### config.mk
export PLATFORM = sky130hd
export DESIGN_NAME = map_language_tokenizer
export DESIGN_NICKNAME = d
export VERILOG_FILES = /design/src/hw/rtl/mlt_pkg.sv /design/src/hw/rtl/map_language_tokenizer.sv
export SDC_FILE = /design/constraint.sdc
export NUM_CORES = 1
export LEC_CHECK = 0
export BUFFER_PORTS_ARGS = -buffer_cell sky130_fd_sc_hd__buf_2
export CAP_MARGIN = 20
export CORE_ASPECT_RATIO = 1.2
export CORE_MARGIN = 2
export CORE_UTILIZATION = 53
export DETAILED_ROUTE_END_ITERATION = 10
export GPL_TIMING_DRIVEN = 0
export HOLD_SLACK_MARGIN = 0.06
export PLACE_DENSITY = 0.7
export SYNTH_ARGS = -nofsm -noshare
export SYNTH_HDL_FRONTEND = slang
export SYNTH_SLANG_ARGS = --single-unit
### constraint.sdc
create_clock -name aclk -period 6.2 [get_ports aclk]
set_clock_uncertainty 0.15 [all_clocks]
set_input_delay 1.24 -clock aclk [delete_from_list [all_inputs] [get_ports aclk]]
set_output_delay 1.24 -clock aclk [all_outputs]
set_load 0.005 [all_outputs]
### src/hw/rtl/mlt_pkg.sv
// Types, token codes and keyword tables for the map language tokenizer.
`timescale 1ns / 1ps

package mlt_pkg;

    localparam int NUM_WORDS = 8;
    localparam int WORD_CHARS = 6;

    localparam logic [3:0] KIND_END   = 4'd0;
    localparam logic [3:0] KIND_CONST = 4'd1;
    localparam logic [3:0] KIND_SBYTE = 4'd2;
    localparam logic [3:0] KIND_SEND  = 4'd3;
    localparam logic [3:0] KIND_UNDEF = 4'd11;
    localparam logic [3:0] KIND_CHAR  = 4'd12;

    localparam logic [7:0] CH_HASH    = 8'h23;
    localparam logic [7:0] CH_QUOTE   = 8'h22;
    localparam logic [7:0] CH_NEWLINE = 8'h0A;
    localparam logic [7:0] CH_UNDER   = 8'h5F;

    localparam logic [7:0] WORD_TEXT [NUM_WORDS][WORD_CHARS] = '{
        '{"f", "l", "o", "o", "r", 8'h00},
        '{"l", "i", "n", "e", 8'h00, 8'h00},
        '{"m", "a", "r", "k", 8'h00, 8'h00},
        '{"t", "o", "p", 8'h00, 8'h00, 8'h00},
        '{"b", "o", "t", 8'h00, 8'h00, 8'h00},
        '{"b", "o", "t", "t", "o", "m"},
        '{"l", "e", "f", "t", 8'h00, 8'h00},
        '{"r", "i", "g", "h", "t", 8'h00}
    };
    localparam logic [2:0] WORD_LEN [NUM_WORDS] = '{
        3'd5, 3'd4, 3'd4, 3'd3, 3'd3, 3'd6, 3'd4, 3'd5
    };
    localparam logic [3:0] WORD_KIND [NUM_WORDS] = '{
        4'd4, 4'd5, 4'd6, 4'd7, 4'd8, 4'd8, 4'd9, 4'd10
    };

    typedef struct packed {
        logic [3:0]  kind;
        logic [30:0] value;
        logic        last;
    } result_t;

    function automatic logic is_blank(input logic [7:0] c);
        return (c == 8'h20) || (c inside {[8'd9:8'd13]});
    endfunction

    function automatic logic is_digit(input logic [7:0] c);
        return c inside {["0":"9"]};
    endfunction

    function automatic logic is_alpha(input logic [7:0] c);
        return (c inside {["a":"z"]}) || (c inside {["A":"Z"]});
    endfunction

    // Drop keywords that cannot match c at position pos.
    function automatic logic [NUM_WORDS-1:0] kw_feed(input logic [NUM_WORDS-1:0] cand,
                                                    input logic [2:0] pos,
                                                    input logic [7:0] c);
        logic [NUM_WORDS-1:0] res;
        res = cand;
        for (int i = 0; i < NUM_WORDS; i++) begin
            if (pos >= WORD_LEN[i]) begin
                res[i] = 1'b0;
            end else if (WORD_TEXT[i][pos] != c) begin
                res[i] = 1'b0;
            end
        end
        return res;
    endfunction

    // First surviving keyword whose length matches, else undefined.
    function automatic logic [3:0] kw_finish(input logic [NUM_WORDS-1:0] cand,
                                            input logic [2:0] len);
        logic [3:0] kind;
        kind = KIND_UNDEF;
        for (int i = NUM_WORDS - 1; i >= 0; i--) begin
            if (cand[i] && (WORD_LEN[i] == len)) begin
                kind = WORD_KIND[i];
            end
        end
        return kind;
    endfunction

endpackage

### src/hw/rtl/map_language_tokenizer.sv
// Map language tokenizer: character stream in, token stream out.
// A character's results are registered into the result queue when it is accepted.
// Throughput: one character per cycle while s_tready is high; a character that
// ends a token and also yields a token of its own gives two results.
// s_tready is high while the four-entry result queue has at least two free entries.
// Reset (aresetn, synchronous, active low) returns the scanner to idle and
// empties the result queue.
`timescale 1ns / 1ps

module map_language_tokenizer
    import mlt_pkg::*;
#(
    parameter int VALUE_BITS = 31
) (
    input  logic        aclk,
    input  logic        aresetn,
    input  logic        s_tvalid,
    output logic        s_tready,
    input  logic [7:0]  s_tdata,   // [7:0] char_in
    input  logic        s_tuser,   // [0] end_of_input
    output logic        m_tvalid,
    input  logic        m_tready,
    output logic [31:0] m_tdata,   // [30:0] token_value, zero pad
    output logic [3:0]  m_tuser,   // [3:0] token_kind
    output logic        m_tlast
);

    localparam int MW = VALUE_BITS + 4;
    localparam logic [VALUE_BITS-1:0] VMAX = {VALUE_BITS{1'b1}};

    typedef enum logic [2:0] {
        MODE_IDLE    = 3'd0,
        MODE_COMMENT = 3'd1,
        MODE_NUMBER  = 3'd2,
        MODE_STRING  = 3'd3,
        MODE_IDENT   = 3'd4
    } mode_t;

    mode_t                  mode_reg, mode_next;
    logic [VALUE_BITS-1:0]  acc_reg, acc_next;
    logic [NUM_WORDS-1:0]   cand_reg, cand_next;
    logic [2:0]             len_reg, len_next;

    result_t                queue_reg [4];
    logic [1:0]             wr_ptr_reg, rd_ptr_reg;
    logic [2:0]             count_reg;

    logic                   s_accept, m_accept;
    logic [7:0]             c;
    logic                   eoi;

    // Prefix result from the current mode, then result from idle handling.
    logic                   pre_v, idle_v, run_idle;
    logic [3:0]             pre_kind, idle_kind;
    logic [30:0]            pre_value, idle_value;
    mode_t                  idle_mode;
    logic [VALUE_BITS-1:0]  idle_acc;
    logic [NUM_WORDS-1:0]   idle_cand;
    logic [2:0]             idle_len;
    logic [MW-1:0]          acc_sum;
    result_t                res0, res1;
    logic [1:0]             wr_n;

    assign c        = s_tdata;
    assign eoi      = s_tuser;
    assign s_accept = s_tvalid && s_tready;
    assign m_accept = m_tvalid && m_tready;
    assign s_tready = (count_reg <= 3'd2);

    assign acc_sum = (MW'(acc_reg) << 3) + (MW'(acc_reg) << 1) + MW'(c[3:0]);

    // Handling of a character seen between tokens.
    always_comb begin
        idle_v     = 1'b0;
        idle_kind  = KIND_END;
        idle_value = '0;
        idle_mode  = MODE_IDLE;
        idle_acc   = acc_reg;
        idle_cand  = cand_reg;
        idle_len   = len_reg;
        if (eoi) begin
            idle_v = 1'b1;
        end else if (is_blank(c)) begin
            idle_v = 1'b0;
        end else if (c == CH_HASH) begin
            idle_mode = MODE_COMMENT;
        end else if (is_digit(c)) begin
            idle_mode = MODE_NUMBER;
            idle_acc  = VALUE_BITS'(c[3:0]);
        end else if (c == CH_QUOTE) begin
            idle_mode = MODE_STRING;
        end else if (is_alpha(c) || c == CH_UNDER) begin
            idle_mode = MODE_IDENT;
            idle_cand = kw_feed({NUM_WORDS{1'b1}}, 3'd0, c);
            idle_len  = 3'd1;
        end else begin
            idle_v     = 1'b1;
            idle_kind  = KIND_CHAR;
            idle_value = 31'(c);
        end
    end

    always_comb begin
        pre_v     = 1'b0;
        pre_kind  = KIND_END;
        pre_value = '0;
        run_idle  = 1'b0;
        mode_next = mode_reg;
        acc_next  = acc_reg;
        cand_next = cand_reg;
        len_next  = len_reg;
        case (mode_reg)
            MODE_COMMENT: begin
                if (eoi) begin
                    run_idle = 1'b1;
                end else if (c == CH_NEWLINE) begin
                    mode_next = MODE_IDLE;
                end
            end
            MODE_STRING: begin
                if (eoi) begin
                    pre_v    = 1'b1;
                    pre_kind = KIND_SEND;
                    run_idle = 1'b1;
                end else if (c == CH_QUOTE) begin
                    pre_v     = 1'b1;
                    pre_kind  = KIND_SEND;
                    mode_next = MODE_IDLE;
                end else begin
                    pre_v     = 1'b1;
                    pre_kind  = KIND_SBYTE;
                    pre_value = 31'(c);
                end
            end
            MODE_NUMBER: begin
                if (!eoi && is_digit(c)) begin
                    acc_next = (acc_sum > MW'(VMAX)) ? VMAX : acc_sum[VALUE_BITS-1:0];
                end else begin
                    pre_v     = 1'b1;
                    pre_kind  = KIND_CONST;
                    pre_value = 31'(acc_reg);
                    run_idle  = 1'b1;
                end
            end
            MODE_IDENT: begin
                if (!eoi && (is_alpha(c) || is_digit(c) || c == CH_UNDER)) begin
                    cand_next = kw_feed(cand_reg, len_reg, c);
                    len_next  = (len_reg == 3'd7) ? len_reg : len_reg + 3'd1;
                end else begin
                    pre_v    = 1'b1;
                    pre_kind = kw_finish(cand_reg, len_reg);
                    run_idle = 1'b1;
                end
            end
            default: begin
                run_idle = 1'b1;
            end
        endcase
        if (run_idle) begin
            mode_next = idle_mode;
            acc_next  = idle_acc;
            cand_next = idle_cand;
            len_next  = idle_len;
        end
    end

    always_comb begin
        res0 = '{kind: pre_kind, value: pre_value, last: 1'b0};
        res1 = '{kind: idle_kind, value: idle_value, last: 1'b1};
        wr_n = {1'b0, pre_v} + {1'b0, run_idle && idle_v};
        if (!pre_v) begin
            res0 = res1;
        end else if (!(run_idle && idle_v)) begin
            res0.last = 1'b1;
        end
    end

    always_ff @(posedge aclk) begin
        if (!aresetn) begin
            mode_reg   <= MODE_IDLE;
            acc_reg    <= '0;
            cand_reg   <= {NUM_WORDS{1'b1}};
            len_reg    <= 3'd0;
            wr_ptr_reg <= 2'd0;
            rd_ptr_reg <= 2'd0;
            count_reg  <= 3'd0;
        end else begin
            if (s_accept) begin
                mode_reg   <= mode_next;
                acc_reg    <= acc_next;
                cand_reg   <= cand_next;
                len_reg    <= len_next;
                wr_ptr_reg <= wr_ptr_reg + wr_n;
            end
            if (m_accept) begin
                rd_ptr_reg <= rd_ptr_reg + 2'd1;
            end
            count_reg <= count_reg + (s_accept ? {1'b0, wr_n} : 3'd0)
                         - {2'b0, m_accept};
        end
    end

    always_ff @(posedge aclk) begin
        if (s_accept && wr_n != 2'd0) begin
            queue_reg[wr_ptr_reg] <= res0;
        end
        if (s_accept && wr_n == 2'd2) begin
            queue_reg[wr_ptr_reg + 2'd1] <= res1;
        end
    end

    assign m_tvalid = (count_reg != 3'd0);
    assign m_tdata  = {1'b0, queue_reg[rd_ptr_reg].value};
    assign m_tuser  = queue_reg[rd_ptr_reg].kind;
    assign m_tlast  = queue_reg[rd_ptr_reg].last;

`ifndef SYNTHESIS
    a_count_range: assert property (@(posedge aclk) disable iff (!aresetn)
        count_reg <= 3'd4)
        else $error("result queue overflow");

    a_end_gives_result: assert property (@(posedge aclk) disable iff (!aresetn)
        (s_accept && s_tuser) |=> m_tvalid)
        else $error("end of input produced no result");

    a_count_track: assert property (@(posedge aclk) disable iff (!aresetn)
        s_accept |=> count_reg == $past(count_reg) + {1'b0, $past(wr_n)}
                                 - {2'b0, $past(m_accept)})
        else $error("queue count mismatch");

    a_string_stays: assert property (@(posedge aclk) disable iff (!aresetn)
        (mode_reg == MODE_STRING && s_accept && !s_tuser && s_tdata != CH_QUOTE)
        |=> mode_reg == MODE_STRING)
        else $error("string mode left early");

    a_ident_len: assert property (@(posedge aclk) disable iff (!aresetn)
        (mode_reg == MODE_IDENT) |-> (len_reg != 3'd0))
        else $error("identifier with zero length");
`endif

endmodule
After elaboration in Yosys (flattened, before gate mapping)
Memories as Yosys holds them, arrays and structs flattened. A register that Yosys moved wholly into a read port is not among the register bits.
Index checks and enable logic that the tools add are counted.
- bits of input ports: 13
- ROM bits: 512
- memories kept: 9
- logic and storage cells: 268
- RAM bits: 144
- output and inout bits: 39
- register bits after elaboration: 52
- memories (memory ; depth ; bits a word ; read ports ; clocked after memory_dff ; wr ports ; line ; RTL):
    queue_reg ; 4 ; 36 ; 1 ; 1 ; 2 ; map_language_tokenizer.sv:44 ; result_t queue_reg [4];
    (name not given) ; 8 ; 8 ; 1 ; 0 ; 0 ; mlt_pkg.sv:65 ; end else if (WORD_TEXT[i][pos] != c) begin
    (name not given) ; 8 ; 8 ; 1 ; 0 ; 0 ; mlt_pkg.sv:65 ;
    (name not given) ; 8 ; 8 ; 1 ; 0 ; 0 ; mlt_pkg.sv:65 ;
    (name not given) ; 8 ; 8 ; 1 ; 0 ; 0 ; mlt_pkg.sv:65 ;
    (name not given) ; 8 ; 8 ; 1 ; 0 ; 0 ; mlt_pkg.sv:65 ;
    3 more memories ; -- ; -- ; -- ; -- ; -- ; -- ;
- bitwise gates (word level): 1
- reduce and logical (&&, ||, !) cells: 52
- add/subtract/negate cells: 9
- order comparisons: 15
- equality and inequality tests: 41
- mux-type cells: 127
- operators with widths (kind ; count):
    2-to-1 mux 31 bit ; 10
    2-to-1 mux 8 bit ; 32
    AND reduction 10 bit ; 9
    != test 8 bit ; 8
    2-to-1 mux 3 bit ; 21
    case mux 31 bit (2 select lines) ; 1
    2-to-1 mux 4 bit ; 14
    != test 7 x 8 -> 1 bit (first input constant) ; 6
    2-to-1 mux 1 bit ; 41
    adder 34 x 32 -> 35 bit ; 1
    adder 35 x 4 -> 35 bit ; 1
    > comparator 35 x 31 -> 1 bit (second input constant) ; 1
    2-to-1 mux 35 bit ; 1
    nonzero test 3 bit ; 10
    equality test 8 x 6 -> 1 bit (second input constant) ; 3
    logical AND 1 bit ; 19
    greater-or-equal comparator 8 x 7 -> 1 bit (second input constant) ; 2
    less-or-equal comparator 8 x 7 -> 1 bit (second input constant) ; 2
    != test 2 bit (second input constant) ; 6
    != test 3 bit (second input constant) ; 4
    case mux 4 bit (3 select lines) ; 1
    nonzero test 2 bit ; 5
    equality test 3 bit (first input constant) ; 3
    greater-or-equal comparator 3 bit (second input constant) ; 3
    other kinds (30) ; 41

Depth between registers and ports, before layout
Gate-level depths: netlist of the first run.
- word-level depth: 16
- mapped depth: 18
- mapped depth without buffers: 17

Worst setup path after synthesis of the first run
OpenSTA, ideal clock, no wires.
- kind: in2reg
- start point: input port s_tdata[3]
- end point: register acc_reg[1]
- arrival time: 4.166 ns
- setup time: 0.116 ns
- data required time: 5.934 ns
- buffers on the path: 0
- slack: 1.768 ns
- stages: 13
- path through: clkinv_1 -> fa_1 -> inv_1 -> ha_1 -> a211oi_1 -> o211ai_1 -> a211oi_1 -> nor4_2 -> a41oi_1 -> mux2i_1 -> nand4b_4 -> nand2b_4 -> o211a_1
- word-level cells in the longest chain between the ends: 10
- elaborated cells on any way between the ends: 37
- classes of those cells: add/sub (1); order compare (9); eq/ne (7); mux (7); reduce/logical (13)
- RTL lines (item ; line ; RTL):
    start, declared ; map_language_tokenizer.sv:19 ; input logic [7:0] s_tdata,
    parallel branches: the longest is 10 deep, another holds adder 35 x 4 -> 35 bit ; -- ;
    end signal, assigned ; map_language_tokenizer.sv:190 ; acc_reg <= acc_next;
    end, declared ; map_language_tokenizer.sv:40 ; logic [VALUE_BITS-1:0] acc_reg, acc_next;
Parallel ways; which one is timed is not known. The select of a mux whose other input is x is not followed.
A chain may end at the register's enable or synchronous reset.

==> results of run 1 <==
## worst max-delay path: cells and delay by family
kind | cells | cell delay, ns
AND/OR/NAND/NOR | 5 | 1.24
buffers and inverters | 5 | 1.08
adder cells (fa/ha/maj) | 1 | 0.22
AO/OA/AOI/OAI | 5 | 1.13
## worst min-delay path by stage
stage | startpoint | slack, ns | to | cells past startpoint
final | queue_reg[3][12]$_SDFFE_PP0N_ | 0.30 | queue_reg[3][12]$_SDFFE_PP0N_ | 2
after global routing | cand_reg[5]$_SDFFE_PN1P_ | 0.33 | cand_reg[5]$_SDFFE_PN1P_ | 1
after CTS | queue_reg[3][12]$_SDFFE_PP0N_ | 0.31 | queue_reg[3][12]$_SDFFE_PP0N_ | 2
after detailed placement | queue_reg[3][12]$_SDFFE_PP0N_ | 0.29 | queue_reg[3][12]$_SDFFE_PP0N_ | 2
after global placement | queue_reg[1][22]$_SDFFE_PP0N_ | 0.28 | queue_reg[1][22]$_SDFFE_PP0N_ | 2
after floorplan | queue_reg[1][10]$_SDFFE_PP0N_ | 0.27 | queue_reg[1][10]$_SDFFE_PP0N_ | 2
## through the flow
step,worst slack (ns),utilization (%)
2_1_floorplan,1.77,-
3_3_place_gp,0.985,56.4
3_5_place_dp,1.02,56.4
4_1_cts,1.46,59.3
5_1_grt,1.12,59.3
6_report,1.40,59.3
## power by group
part           total [W]  switching, W  internal [W]
clock            0.00117      0.000583      0.000583
combinational   0.000555      0.000339      0.000216
sequential       0.00140     0.0000264       0.00137
total            0.00312      0.000949       0.00217
## logic make-up after synthesis
logic type,count (synthesis),share of synthesized area (%)
and+or+nand+nor,434,17.1
AOI/OAI and AO/OA,391,20.7
DFF,198,37.6
buffers and inverters,120,4.30
adders and majority gates,81,8.92
xor gates and xnor gates,49,3.70
muxes,44,7.68
other,1,0.0323
## cells in the mapped netlist, types with 5 or more instances
master	count
inv_1	32
a22o_1	8
a22oi_1	6
a31oi_1	10
and2_1	9
clkbuf_1	59
nand2_1	231
ha_1	78
buf_1	7
or3_1	6
buf_2	9
mux2i_1	7
o2bb2ai_1	13
dfxtp_1	158
a21o_1	10
edfxtp_1	40
xor2_1	26
nand2b_1	13
o21a_1	7
mux4_2	36
xnor2_1	23
o21ai_0	183
a41oi_1	5
nand4_1	12
nor4_1	9
nor3_1	34
and3_1	9
nor2_1	63
a211oi_1	5
nand3_1	21
buf_4	5
nor2b_1	9
a21oi_1	72
o22ai_1	8
o211ai_1	9
## routing by layer
| metal | track usage (%) | wire length, um |
|---|---|---|
| met5 | 0 | 0 |
| met1 | 34.6 | 13400 |
| met4 | 9.35 | 704 |
| met2 | 45.0 | 14700 |
| met3 | 3.95 | 1710 |
## cell type report
| type | count | area [sq um] |
|---|---|---|
| clock buffer | 18 | 450 |
| fill | 1951 | 8800 |
| tap | 274 | 343 |
| sequential | 198 | 4360 |
| buffer | 85 | 368 |
| inverter | 35 | 131 |
| timing repair buffer | 48 | 240 |
| clock inverter | 14 | 185 |
| multi-input combinational | 1000 | 6750 |
==> flow_metrics.tcl, run 1 <==
set metrics [dict create \
    portBuffers 48 \
    grt_max_degree 23 \
    grt_pass1_vias 9859 \
    syn_to_final_growth_pct 10.5 \
    wl_per_cell_um 18.2 \
    grt.total_usage_pct 26.5 \
    synth_area_sq_mm 0.0116 \
    hold_viol 0 \
    die_y_um 166 \
    finalSetupViolCount 0 \
    relSlewSlack_pct 42.9 \
    start_util_pct 53.7 \
    fin_cells 1672 \
    finalCritPeriodShare_pct 77.5 \
    synth_edf_count 40 \
    die_w_um 139 \
    max_cap_viol_count 0 \
    worst_slew_pin_slew_ns 0.857 \
    synth_area_per_cell_sq_um 8.81 \
    io_pins 52 \
    cts_hold_buffers 0 \
    fmax_ghz 0.208 \
    fin_setup_tns_ns 0 \
    crit_type "input port to flip-flop" \
    min_period_ns 4.80 \
    dr.pass1.iters 5 \
    ys_seq_elements 198 \
    crit_end "queue_reg[1][0]$_SDFFE_PP1N_" \
    hold_slack_ns 0.302 \
    layout-drive-gt1-share_pct 11.1 \
    hpwl_um 23000 \
    rows 59 \
    cts_tree "built" \
    htree_levels 4 \
    ctsResizeCount 0 \
    place_inst 1640 \
    status "finished, final reports clean" \
    ys_warn_count 0 \
    p_leak_nw 4.95 \
    drt_iter0_markers 749 \
    synthCells 1318 \
    place_congestion 0.935 \
    cts_setup_buffers 0 \
    power_density_mw_per_mm2 243 \
    gr-total-overflow 0 \
    synth_area_leader_cell "dfxtp_1" \
    final_common_cell "nand2_1" \
    grt_pass1_wl_um 49800 \
    viasPerCell 6.04 \
    final_nets 1479 \
    r2r_end "acc_reg[14]$_SDFFE_PN0P_" \
    final_area_sq_mm 0.0128 \
    regToRegSetupSlack_ns 2.22 \
    clockRootBuffer "clkbuf_16" \
    drc 0 \
    clk_pin_slew_ns 0.08 \
    rsz0062_at_grt "no" \
    slowest_delay_ns 0.58 \
    cp_cell_sequence "buf_2, buf_2, o21ai_1, nand3_1, o21a_2, o21a_1, a211oi_2, inv_1, ha_1, clkbuf_1, nand2_1, nor3_1, nor2_1, inv_1, nor2_1, a21oi_1" \
    synthArstFlopShare_pct 0 \
    final_cell_mix "nand2_1, o21ai_0, dfxtp_1" \
    crit_required_ns 6.35 \
    critPathLaunchType "input port" \
    antenna_found_initial 0 \
    holdCritPathClass "flip-flop to flip-flop" \
    ys_seq_area_share_pct 37.6 \
    synthTopCellsByArea "dfxtp_1, edfxtp_1, ha_1" \
    clock_sinks 198 \
    vias 10100 \
    antenna_cells 0 \
    ys.flop_type "dfxtp_1" \
    dpl-instance-area_sq_mm 0.0122 \
    worstSetupStartpoint "s_tdata[2]" \
    final_antenna_net_count 0 \
    insertion_delay_ns 0.44 \
    cp_slowest_cell "nor2_1" \
    cp.arrival_ns 4.95 \
    r2r-start "acc_reg[0]$_SDFFE_PN0P_" \
    worst-r2r-cell-count 14 \
    cts_buffer_depth 2 \
    die_area_sq_mm 0.0231 \
    cp_max_fo 11 \
    synth_nets 1412 \
    fin_total_pwr_w 0.00312 \
    worstSetupEndpointType "flip-flop" \
    yosys.area.top_type_share_pct 27.2 \
    largest_reg_flops 144 \
    wl_um 30500 \
    cts_buffers 17 \
    slew_violations 0 \
    ys_types 85 \
    core-area_sq_mm 0.0216 \
    peakVddDrop_v 0.000182 \
]
Note: power is estimated with default switching activity, not from simulation.
==> run 2, diff against run 1 <==
Settings changed: ABC_AREA from default to 1.
Clock period 6.2 ns to 4.55 ns, I/O delays scaled along.
==> run 2 against run 1 <==
  * Sequential cell count unchanged
  * Synthesized cell count increased by 44%
  * Area after synthesis increased by 9.5%
  * Setup slack got worse by 1.1 ns
  * Non-clock buffer count increased by 2
  * Worst hold slack improved by 0.0055 ns
  * First-iteration DRC count increased by 19%
  * Register-to-register slack got worse by 1.4 ns
  * Cell area increased by 10%
==> flow_metrics.tcl, run 2 <==
set metrics [dict create \
    status "finished, final reports clean" \
    hold_viol 0 \
    ys_types 48 \
    final_area_sq_mm 0.0142 \
    multi_input_area_sq_mm 0.00729 \
    finalSetupViolCount 0 \
    syn_to_final_growth_pct 11.5 \
    cp_cell_sequence "buf_2, buf_2, clkinvlp_4, fa_1, inv_1, ha_1, nand2_1, nor2_1, nand2_1, nand3_1, nand2_1, nand2_1, nand2_1, nand3_1, nand2_1, nor2_4, buf_4, nand3_1, nand2_1, nor2_1, nor2_1, nor2_1" \
    die_area_sq_mm 0.0252 \
    wl_um 37800 \
    critPathLaunchType "input port" \
    place_inst 2268 \
    grt.total_usage_pct 29.7 \
    n_fill_cell 2328 \
    power_density_mw_per_mm2 436 \
    min_period_ns 4.25 \
    ys_seq_area_share_pct 34.3 \
    viasPerCell 5.46 \
    final_cell_mix "nand2_1, nor2_1, o21ai_0" \
    p_leak_nw 6.70 \
    grt_pass1_wl_um 60200 \
    start_util_pct 53.5 \
    final_nets 2073 \
    peakVddDrop_v 0.000241 \
    rsz0062_at_grt "no" \
    portBuffers 48 \
    synthCells 1900 \
    synth_area_per_cell_sq_um 6.69 \
    cp_slowest_cell "fa_1" \
    worstSetupEndpointType "flip-flop" \
    cts_buffers 17 \
    final_core_util_pct 59.7 \
    cts_buffer_depth 2 \
    ys.flop_type "dfxtp_1" \
    grt_max_degree 17 \
    cp.arrival_ns 4.41 \
    die_y_um 174 \
    rows 62 \
    final_common_cell "nand2_1" \
    yosys.area.top_type_share_pct 24.9 \
    synth_area_leader_cell "dfxtp_1" \
    synthArstFlopShare_pct 0 \
    clock_sinks 198 \
    core-area_sq_mm 0.0237 \
    cts_hold_buffers 0 \
    crit_required_ns 4.71 \
    r2r-start "mode_reg[2]$_SDFFE_PN0P_" \
    synth_edf_count 40 \
    dr.pass1.iters 5 \
    pre_cts_ws_ns -1.20 \
    htree_levels 4 \
    wl_per_cell_um 16.3 \
    drt_iter0_markers 890 \
    worst_slew_pin_slew_ns 0.767 \
    synth_area_sq_mm 0.0127 \
    worst_slack_ns 0.301 \
    dpl-instance-area_sq_mm 0.0134 \
    antenna_found_initial 0 \
    grt_pass1_vias 12000 \
    synthTopCellsByArea "dfxtp_1, nand2_1, edfxtp_1" \
    cp_common_cell "nand2_1" \
    yosysMostFrequentCell "nand2_1" \
    vias 12600 \
    ys_seq_elements 198 \
    drc 0 \
    fmax_ghz 0.235 \
    die_w_um 145 \
    whs_path_depth 2 \
    cp_max_fo 10 \
    regToRegSetupSlack_ns 0.78 \
    relSlewSlack_pct 48.2 \
    layout-drive-gt1-share_pct 8.39 \
    place_congestion 0.964 \
    clk_pin_slew_ns 0.07 \
    clockRootBuffer "clkbuf_16" \
    crit_type "input port to flip-flop" \
    worstHoldStart "queue_reg[2][23]$_SDFFE_PP0N_" \
    ys_warn_count 0 \
    largest_reg_flops 144 \
    max_cap_viol_count 0 \
    final_antenna_net_count 0 \
    fin_cells 2311 \
    io_pins 52 \
    antenna_cells 0 \
    r2r_end "queue_reg[2][1]$_DFFE_PP_" \
    worst-r2r-cell-count 15 \
    cts_tree "built" \
    holdCritPathClass "flip-flop to flip-flop" \
    gr-total-overflow 0 \
    min_delay_worst_endpoint "queue_reg[2][23]$_SDFFE_PP0N_" \
    slowest_delay_ns 0.64 \
    synthTopCellsByCount "nand2_1, nor2_1, o21ai_0, inv_1, dfxtp_1" \
    insertion_delay_ns 0.45 \
    hpwl_um 28500 \
    slew_violations 0 \
    seq_area_sq_mm 0.00436 \
    finalCritPeriodShare_pct 93.4 \
    synth_nets 1994 \
]
==> run 2: logic make-up after synthesis <==
family / share of synthesized area (%)
fa+ha+maj: 8.15
buf+inv: 8.88
simple gates: 30.6
other cells: 0.0295
compound gates: 15.2
flops: 34.3
xor+xnor: 2.83
==> run 2: what timing repair did <==
action,4_1_cts,5_1_grt
hold endpoints to repair,0,0
pin swaps,5,0
buffers inserted,5,9
setup endpoints to repair,164,150
gates resized for setup,13,11
==> run 2: worst max-delay path by stage <==
stage	start	endpoint	slack, ns	depth (start not counted)
floorplan	s_tdata[0]	queue_reg[0][27]$_SDFFE_PP0P_	0.30	24
global placement	s_tdata[1]	queue_reg[0][17]$_SDFFE_PP0P_	-1.15	24
detailed placement	s_tdata[4]	queue_reg[0][17]$_SDFFE_PP0P_	-1.20	24
CTS	s_tdata[3]	acc_reg[30]$_SDFFE_PN0P_	0.01	22
global route	s_tdata[3]	acc_reg[25]$_SDFFE_PN0P_	0.01	22
finish	s_tdata[3]	acc_reg[28]$_SDFFE_PN0P_	0.30	22
==> run 2: layout make-up <==
| cell class | instances | area share (%) |
|---|---|---|
| sequential | 198 | 30.8 |
| multi-input combinational | 1419 | 51.5 |
| inverter | 208 | 5.63 |
| timing repair buffer | 62 | 2.44 |
| clock buffer | 21 | 3.63 |
| tap | 320 | 2.82 |
| buffer | 73 | 2.43 |
| clock inverter | 10 | 0.803 |
==> run 2: metal layers <==
| metal | global-route usage (%) | wire length, um | up-vias | share of wire [%] |
|---|---|---|---|---|
| met5 | 0 | 0 | - | 0 |
| met4 | 12.9 | 1230 | 0 | 3.3 |
| met3 | 3.71 | 2300 | 98 | 6.1 |
| met2 | 51.3 | 18000 | 429 | 48 |
| met1 | 37.4 | 16200 | 5724 | 43 |
| li1 | - | - | 6358 | - |
==> run 2: where the power goes <==
part / internal [W] / leakage, nW / switching [W]
clock: 0.000920 / 0.310 / 0.000678
sequential: 0.00200 / 1.63 / 0.0000975
combinational: 0.000780 / 4.76 / 0.00170
total: 0.00370 / 6.70 / 0.00247
==> run 2: metrics by stage <==
step                      setup TNS, ns  hold WS (ns)  total power [W]
after global placement          -157.54         0.284          0.00440
after floorplan                       0         0.269          0.00366
after CTS                             0         0.308          0.00606
final                                 0         0.307          0.00617
after detailed placement        -159.62         0.291          0.00443
after global routing                  0         0.324          0.00648
==> run 2: critical path: cells and delay by family <==
family / cells / cell delay [ns]
and+or+nand+nor: 15 / 1.58
adders and majority gates: 2 / 0.93
buffers and inverters: 5 / 0.98
